==> config.mk <==
export PLATFORM = sky130hd
export DESIGN_NAME = double_ended_queue
export DESIGN_NICKNAME = d
export VERILOG_FILES = /design/src/dq_pkg.sv /design/src/dq_datapath.sv /design/src/dq_controller.sv /design/src/double_ended_queue.sv
export VERILOG_INCLUDE_DIRS = /design/src /design/src/src
export SDC_FILE = /design/constraint.sdc
export NUM_CORES = 2
export LEC_CHECK = 0
export BUFFER_PORTS_ARGS = -buffer_cell sky130_fd_sc_hd__buf_2
export CAP_MARGIN = 20
export CORE_ASPECT_RATIO = 1.2
export CORE_UTILIZATION = 62
export DETAILED_ROUTE_END_ITERATION = 6
export PLACE_DENSITY = 0.79
export SYNTH_ARGS = -nofsm -noshare
export SYNTH_HDL_FRONTEND = slang
export SYNTH_HIERARCHICAL = 1
export SYNTH_SLANG_ARGS = --single-unit
==> constraint.sdc <==
create_clock -name clk -period 4.7 [get_ports clk]
set_clock_uncertainty 0.05 [all_clocks]
set_input_delay 0.705 -clock clk [delete_from_list [all_inputs] [get_ports clk]]
set_output_delay 0.705 -clock clk [all_outputs]
set_load 0.03 [all_outputs]
==> src/double_ended_queue_assert.svh <==
// Assertion macros for the double-ended queue RTL
`ifndef DOUBLE_ENDED_QUEUE_ASSERT_SVH
`define DOUBLE_ENDED_QUEUE_ASSERT_SVH

// Check that the consequent holds in the same cycle as the antecedent
`define DQ_ASSERT_NOW(label, clk, rst, ante, cons, msg) \
  label: assert property (@(posedge clk) disable iff (rst) (ante) |-> (cons)) \
    else $error(msg);

// Check that the consequent holds in the cycle after the antecedent
`define DQ_ASSERT_NEXT(label, clk, rst, ante, cons, msg) \
  label: assert property (@(posedge clk) disable iff (rst) (ante) |=> (cons)) \
    else $error(msg);

`endif

==> src/dq_pkg.sv <==
// Shared constants, types and ring helpers for the double-ended queue
package dq_pkg;

  localparam int DEPTH       = 64;
  localparam int PTR_W       = $clog2(DEPTH);
  localparam int CNT_W       = $clog2(DEPTH + 1);
  localparam int DATA_W      = 32;
  localparam int MODE_W      = 3;
  localparam int STATUS_W    = 2;
  localparam int COUNT_OUT_W = 7;
  localparam int S_TDATA_W   = 40;
  localparam int M_TDATA_W   = 48;

  // Field positions in the result word
  localparam int STATUS_LSB = DATA_W;
  localparam int COUNT_LSB  = DATA_W + STATUS_W;
  localparam int PAD_W      = M_TDATA_W - COUNT_LSB - COUNT_OUT_W;

  localparam logic [PTR_W-1:0]       PTR_LAST       = PTR_W'(DEPTH - 1);
  localparam logic [CNT_W-1:0]       CNT_FULL       = CNT_W'(DEPTH);
  localparam logic [COUNT_OUT_W-1:0] COUNT_FULL_OUT = COUNT_OUT_W'(DEPTH);

  typedef enum logic [MODE_W-1:0] {
    MODE_PUSH_FRONT = 3'd0,
    MODE_PUSH_BACK  = 3'd1,
    MODE_POP_FRONT  = 3'd2,
    MODE_POP_BACK   = 3'd3,
    MODE_PEEK_FRONT = 3'd4,
    MODE_PEEK_BACK  = 3'd5,
    MODE_CLEAR      = 3'd6
  } mode_t;

  typedef enum logic [STATUS_W-1:0] {
    STAT_OK    = 2'd0,
    STAT_EMPTY = 2'd1,
    STAT_FULL  = 2'd2
  } status_code_t;

  typedef enum logic [1:0] {
    S_IDLE,
    S_EXEC,
    S_DONE
  } state_t;

  // Controller to datapath
  typedef struct packed {
    logic load;
    logic exec;
    logic finish;
  } dp_cmd_t;

  // Datapath to controller
  typedef struct packed {
    logic             out_free;
    logic [CNT_W-1:0] held;
  } dp_stat_t;

  function automatic logic [PTR_W-1:0] ring_next(input logic [PTR_W-1:0] i);
    return (i == PTR_LAST) ? '0 : i + PTR_W'(1);
  endfunction

  function automatic logic [PTR_W-1:0] ring_prev(input logic [PTR_W-1:0] i);
    return (i == '0) ? PTR_LAST : i - PTR_W'(1);
  endfunction

endpackage

==> src/dq_datapath.sv <==
// Ring store, pointers, entry count and result register of the queue
module dq_datapath
  import dq_pkg::*;
(
  input  logic                 clk,
  input  logic                 rst,
  input  dp_cmd_t              cmd,
  output dp_stat_t             stat,
  input  logic [MODE_W-1:0]    in_mode,
  input  logic [DATA_W-1:0]    in_value,
  output logic                 out_valid,
  input  logic                 out_ready,
  output logic [M_TDATA_W-1:0] out_data
);

  logic [DATA_W-1:0] mem [DEPTH];

  mode_t             op;
  logic [DATA_W-1:0] op_value;
  logic [PTR_W-1:0]  head, head_next;
  logic [PTR_W-1:0]  tail, tail_next;
  logic [CNT_W-1:0]  held, held_next;
  status_code_t      res_status, status_next;
  logic              use_rd, use_rd_next;
  logic [DATA_W-1:0] rd_data;
  logic              wr_en, rd_en;
  logic [PTR_W-1:0]  wr_addr, rd_addr;
  logic [DATA_W-1:0] res_value;
  logic [31:0]       held_wide;

  // Decide the effect of the held operation on the ring
  always_comb begin
    head_next   = head;
    tail_next   = tail;
    held_next   = held;
    status_next = STAT_OK;
    use_rd_next = 1'b0;
    wr_en       = 1'b0;
    rd_en       = 1'b0;
    wr_addr     = tail;
    rd_addr     = head;
    case (op)
      MODE_PUSH_FRONT: begin
        if (held == CNT_FULL) begin
          status_next = STAT_FULL;
        end else begin
          head_next = ring_prev(head);
          wr_addr   = ring_prev(head);
          wr_en     = 1'b1;
          held_next = held + CNT_W'(1);
        end
      end
      MODE_PUSH_BACK: begin
        if (held == CNT_FULL) begin
          status_next = STAT_FULL;
        end else begin
          wr_addr   = tail;
          wr_en     = 1'b1;
          tail_next = ring_next(tail);
          held_next = held + CNT_W'(1);
        end
      end
      MODE_POP_FRONT: begin
        if (held == '0) begin
          status_next = STAT_EMPTY;
        end else begin
          rd_addr     = head;
          rd_en       = 1'b1;
          use_rd_next = 1'b1;
          head_next   = ring_next(head);
          held_next   = held - CNT_W'(1);
        end
      end
      MODE_POP_BACK: begin
        if (held == '0) begin
          status_next = STAT_EMPTY;
        end else begin
          rd_addr     = ring_prev(tail);
          rd_en       = 1'b1;
          use_rd_next = 1'b1;
          tail_next   = ring_prev(tail);
          held_next   = held - CNT_W'(1);
        end
      end
      MODE_PEEK_FRONT: begin
        if (held == '0) begin
          status_next = STAT_EMPTY;
        end else begin
          rd_addr     = head;
          rd_en       = 1'b1;
          use_rd_next = 1'b1;
        end
      end
      MODE_PEEK_BACK: begin
        if (held == '0) begin
          status_next = STAT_EMPTY;
        end else begin
          rd_addr     = ring_prev(tail);
          rd_en       = 1'b1;
          use_rd_next = 1'b1;
        end
      end
      MODE_CLEAR: begin
        head_next = '0;
        tail_next = '0;
        held_next = '0;
      end
      default: begin
      end
    endcase
  end

  // Capture the incoming item
  always_ff @(posedge clk) begin
    if (cmd.load) begin
      op       <= mode_t'(in_mode);
      op_value <= in_value;
    end
  end

  // Advance pointers and count
  always_ff @(posedge clk) begin
    if (rst) begin
      head <= '0;
      tail <= '0;
      held <= '0;
    end else if (cmd.exec) begin
      head <= head_next;
      tail <= tail_next;
      held <= held_next;
    end
  end

  // Hold the outcome until the result register is free
  always_ff @(posedge clk) begin
    if (cmd.exec) begin
      res_status <= status_next;
      use_rd     <= use_rd_next;
    end
  end

  // Ring store, one write or one registered read per operation
  always_ff @(posedge clk) begin
    if (cmd.exec && wr_en) begin
      mem[wr_addr] <= op_value;
    end
    if (cmd.exec && rd_en) begin
      rd_data <= mem[rd_addr];
    end
  end

  assign res_value = use_rd ? rd_data : '0;
  assign held_wide = 32'(held);

  // Result register
  always_ff @(posedge clk) begin
    if (cmd.finish) begin
      out_data <= {{PAD_W{1'b0}}, held_wide[COUNT_OUT_W-1:0], res_status, res_value};
    end
  end

  always_ff @(posedge clk) begin
    if (rst) begin
      out_valid <= 1'b0;
    end else if (cmd.finish) begin
      out_valid <= 1'b1;
    end else if (out_ready) begin
      out_valid <= 1'b0;
    end
  end

  assign stat.out_free = !out_valid || out_ready;
  assign stat.held     = held;

endmodule

==> src/dq_controller.sv <==
// Sequencing state machine of the double-ended queue
module dq_controller
  import dq_pkg::*;
(
  input  logic     clk,
  input  logic     rst,
  input  logic     in_valid,
  output logic     in_ready,
  input  dp_stat_t stat,
  output dp_cmd_t  cmd
);

  state_t state, state_next;

  always_ff @(posedge clk) begin
    if (rst) begin
      state <= S_IDLE;
    end else begin
      state <= state_next;
    end
  end

  // Next state
  always_comb begin
    state_next = state;
    case (state)
      S_IDLE: begin
        if (in_valid) state_next = S_EXEC;
      end
      S_EXEC: begin
        state_next = S_DONE;
      end
      S_DONE: begin
        if (stat.out_free) state_next = S_IDLE;
      end
      default: begin
        state_next = S_IDLE;
      end
    endcase
  end

  // Commands
  always_comb begin
    in_ready   = 1'b0;
    cmd.load   = 1'b0;
    cmd.exec   = 1'b0;
    cmd.finish = 1'b0;
    case (state)
      S_IDLE: begin
        in_ready = 1'b1;
        cmd.load = in_valid;
      end
      S_EXEC: begin
        cmd.exec = 1'b1;
      end
      S_DONE: begin
        cmd.finish = stat.out_free;
      end
      default: begin
      end
    endcase
  end

endmodule

==> src/double_ended_queue.sv <==
// Double-ended queue of signed 32-bit values over a ring store
//
// Input channel s_*: one operation per transfer (push or pop at either end,
// peek at either end, clear) with the value to push. Output channel m_*:
// exactly one result per operation, carrying the popped or peeked value,
// a status code (ok, empty, full) and the entry count after the operation.
// A pop or peek on an empty queue returns zero with status empty; a push
// on a full queue is dropped with status full.
//
// The input transfer is captured, the ring is accessed through its
// registered read port, then the result is loaded into the output
// register once that is free. A new operation is taken only after the
// previous one has loaded its result (capture/execute/load sequence).
//
// Reset empties the queue (pointers and count to zero) and drops any
// pending result; store contents are not cleared. When the receiver
// stalls, the result holds in the output register and the next operation
// may still be taken and executed; it then waits to load its result.
module double_ended_queue
  import dq_pkg::*;
(
  input  logic                 clk,
  input  logic                 rst,
  input  logic                 s_tvalid,
  output logic                 s_tready,
  input  logic [S_TDATA_W-1:0] s_tdata,  // mode[2:0], data_value[34:3], zero pad
  output logic                 m_tvalid,
  input  logic                 m_tready,
  output logic [M_TDATA_W-1:0] m_tdata   // result_value[31:0], status[33:32],
                                         // entry_count[40:34], zero pad
);

  `include "double_ended_queue_assert.svh"

  dp_cmd_t  dp_cmd;
  dp_stat_t dp_stat;

  logic in_xfer;
  logic res_full, res_empty;
  logic full_ok, empty_ok;

  dq_controller u_ctrl (
    .clk      (clk),
    .rst      (rst),
    .in_valid (s_tvalid),
    .in_ready (s_tready),
    .stat     (dp_stat),
    .cmd      (dp_cmd)
  );

  dq_datapath u_dp (
    .clk       (clk),
    .rst       (rst),
    .cmd       (dp_cmd),
    .stat      (dp_stat),
    .in_mode   (s_tdata[MODE_W-1:0]),
    .in_value  (s_tdata[MODE_W +: DATA_W]),
    .out_valid (m_tvalid),
    .out_ready (m_tready),
    .out_data  (m_tdata)
  );

  // Decode the presented result for the checks below
  assign in_xfer   = s_tvalid && s_tready;
  assign res_full  = m_tvalid && (m_tdata[STATUS_LSB +: STATUS_W] == STAT_FULL);
  assign res_empty = m_tvalid && (m_tdata[STATUS_LSB +: STATUS_W] == STAT_EMPTY);
  assign full_ok   = (m_tdata[COUNT_LSB +: COUNT_OUT_W] == COUNT_FULL_OUT) &&
                     (m_tdata[DATA_W-1:0] == '0);
  assign empty_ok  = (m_tdata[COUNT_LSB +: COUNT_OUT_W] == '0) &&
                     (m_tdata[DATA_W-1:0] == '0);

  // Only one operation in flight at a time
  `DQ_ASSERT_NEXT(a_one_in_flight, clk, rst, in_xfer, !s_tready, "transfer taken while busy")

  // Count never exceeds the store depth
  `DQ_ASSERT_NOW(a_held_bound, clk, rst, 1'b1, dp_stat.held <= CNT_FULL, "count above depth")

  // A full status goes with a full count and a zero value
  `DQ_ASSERT_NOW(a_full_result, clk, rst, res_full, full_ok, "full status, bad result")

  // An empty status goes with a zero count and a zero value
  `DQ_ASSERT_NOW(a_empty_result, clk, rst, res_empty, empty_ok, "empty status, bad result")

endmodule

==> flow_summary.json <==
{
  "status": "finished clean",
  "area_growth_pct": 13.45,
  "p_switching_mw": 8.944,
  "tns_ns": 0,
  "ant_nets": 0,
  "synth_top_family_by_area": "simple AND/OR/NAND/NOR gates",
  "synthAdderAreaFrac": 0.001711,
  "startpoint_type": "register",
  "leakage_nw": 33.55,
  "synthSimpleGateAreaFrac": 0.1050,
  "antenna_found_initial": 8,
  "syn_inst": 5896,
  "ir_drop_mv": 0.4795,
  "swShare": 0.2264,
  "drt_iter0_drc": 7805,
  "slowest_delay_ns": 0.74,
  "post_cts_buffers": 0,
  "combPwrFrac": 0.074,
  "grt_pass1_wl_mm": 337.5,
  "cts_resized": 0,
  "synthDistinctLibCells": 65,
  "synth_flop_cell": "edfxtp_1",
  "critPathKind": "register to register",
  "finalCritPeriodShare": 0.9777,
  "pre_cts_ws_ns": 0.3886,
  "hold_buffers": 33,
  "internal-power_mw": 30.56,
  "finalPower_mw": 39.50,
  "crit_buf_inv": 5,
  "track_usage": 0.3346,
  "cts_sinks": 2181,
  "drt-pass1-iter-count": 6,
  "syn-cell-area_mm2": 0.08482,
  "setup_viol_count_final": 0,
  "tightest_slew_ns": 1.135,
  "cp_common_cell": "buf_12",
  "final_cell_mix": "2159 x edfxtp_1, 1505 x nand2_1, 404 x a21oi_1",
  "rows": 148,
  "core-area_mm2": 0.1357,
  "num_io_pins": 94,
  "yosysWarningCount": 6,
  "period_needed_ns": 4.595,
  "rsz0062_at_grt": "no",
  "place.gp.congestion": 0.8731,
  "grt_max_degree": 78,
  "die_w_um": 339.6,
  "r2r_start": "u_dp/held[6]",
  "clk_latency_ns": 0.86,
  "max_slew_margin": 0.2437,
  "wirelength_mm": 232.4,
  "final_nets": 6227,
  "first_global_vias": 53525,
  "hold_violations": 0,
  "die_area_mm2": 0.1383,
  "worst_setup_path_end_kind": "register",
  "synth_seq_area_share": 0.7695,
  "viasPerCell": 6.668,
  "final_common_cell": "edfxtp_1",
  "p_per_area_mw_per_mm2": 410.5,
  "wl_per_cell_um": 28.61,
  "gr-total-overflow": 0,
  "cp.required_ns": 5.24,
  "drv_cap": 0,
  "p_seq_frac": 0.545,
  "slew_violations": 0,
  "cp.arrival_ns": 5.14,
  "min_path_type": "input port to register",
  "drc": 0,
  "io_buffers": 81,
  "cts-root-buf": "clkbuf_16",
  "ctsLongestPathBuffers": 3,
  "fp.dieH_um": 407.2,
  "drive_above_1_share": 0.1197,
  "fmax_mhz": 217.6,
  "htreeDepth": 4,
  "cp_slowest_cell": "a211oi_4",
  "fin_ws_ns": 0.1047,
  "critical_path.cell_chain": "nor3_2 -> a211oi_4 -> mux2i_4 -> buf_12 -> buf_12 -> buf_12 -> buf_4 -> mux2i_1 -> o21ai_0 -> nor4_1 -> buf_4 -> nor4_1 -> a21o_1",
  "path_clk_slew_ns": 0.06,
  "cts_buffers": 191,
  "synth_xor_area_frac": 0.001342,
  "synthMuxAreaShare": 0.03459,
  "cts_tree": "yes",
  "critPathTopFamily": "buffers and inverters",
  "worst-path-max-fanout": 45,
  "synthArstFlopShare": 0,
  "syn_area_per_cell_um2": 14.39,
  "place_hpwl_mm": 129.0,
  "via_count": 54174,
  "min_from": "s_tdata[1]",
  "pwr-share-clk": 0.381,
  "initial_core_util": 0.6249,
  "ys_seq_elements": 2181,
  "synth_compound_area_frac": 0.06573,
  "startpoint": "u_dp/held[6]",
  "synth_edf_count": 2159
}
==> path summary, 6_finish.rpt <==
path / to / slack (ns) / depth (start not counted)
worst max register to register: u_dp/rd_data[27] / 0.10 / 13
worst min-delay path: u_dp/op[1] / 0.06 / 1
worst min register to register: u_dp/out_data[33] / 0.38 / 0
worst max-delay path: u_dp/rd_data[27] / 0.10 / 13
==> kinds of logic after synthesis <==
logic type,after synthesis
compound gates,896
xor+xnor,13
fa+ha+maj,11
buf+inv,381
flops,2181
mux,293
other cells,1
simple gates,2120
==> routing by layer <==
layer / wire [um] / global-route usage / vias to the layer above
met4: 15120 / 0.1923 / 8
met2: 114300 / 0.5591 / 4160
met3: 28010 / 0.06353 / 881
met1: 74980 / 0.4099 / 26472
li1: - / - / 22653
met5: 57 / 0 / -
==> cell usage after synthesis, types with 36 or more instances <==
cell         n  area (um2)
mux2i_1    292        2923
a21o_1      37       277.8
a31oi_1    131       819.5
o21ai_0     51       255.2
clkbuf_1   140       525.5
buf_2      148       740.7
a21oi_1    404        2022
edfxtp_1  2159       64830
o22ai_1     70       437.9
nor2_1     107       401.6
nand2_1   1506        5653
and2_1      36       225.2
nand3_1    265        1326
a32oi_1    128        1121
nor4_1     127       794.5
==> registers in the layout, summed over array words and instances (netlist names), 2 cells and up <==
name and cells:
u_ctrl/state 2, u_dp/head 6, u_dp/held 7, u_dp/mem 2048, u_dp/op 3, u_dp/op_value 32, u_dp/out_data 41, u_dp/rd_data 32
u_dp/res_status 2, u_dp/tail 6
==> through the flow <==
step / instance area [um2] / cells / utilization / hold slack [ns]
after floorplan: 84840 / 5902 / - / 0.3503
after global placement: 89900 / 7739 / 0.6623 / 0.3550
after detailed placement: 89900 / 7739 / 0.6623 / 0.3642
after CTS: 96140 / 8115 / 0.7083 / 0.01918
after global routing: 96230 / 8122 / 0.7089 / 0.03684
final: 96230 / 8124 / 0.7090 / 0.05868
==> power groups by stage <==
stage	sequential [mW]	clock (mW)	combinational [mW]
2_1_floorplan	22.1	0	1.41
3_3_place_gp	21.9	0	2.68
3_5_place_dp	21.9	0	2.76
4_1_cts	21.5	15.1	2.81
5_1_grt	21.5	15.8	3.04
6_report	21.5	15.1	2.93
==> final cells by class <==
cell class | instances | area [um2]
Timing Repair Buffer | 448 | 4432
Antenna cell | 2 | 5.005
Clock inverter | 89 | 730.7
Inverter | 10 | 37.54
Fill cell | 7964 | 39500
Sequential cell | 2181 | 65270
Clock buffer | 254 | 5174
Multi-Input combinational cell | 3340 | 18330
Tap cell | 1800 | 2252
Note: power is estimated with default switching activity, not from simulation.
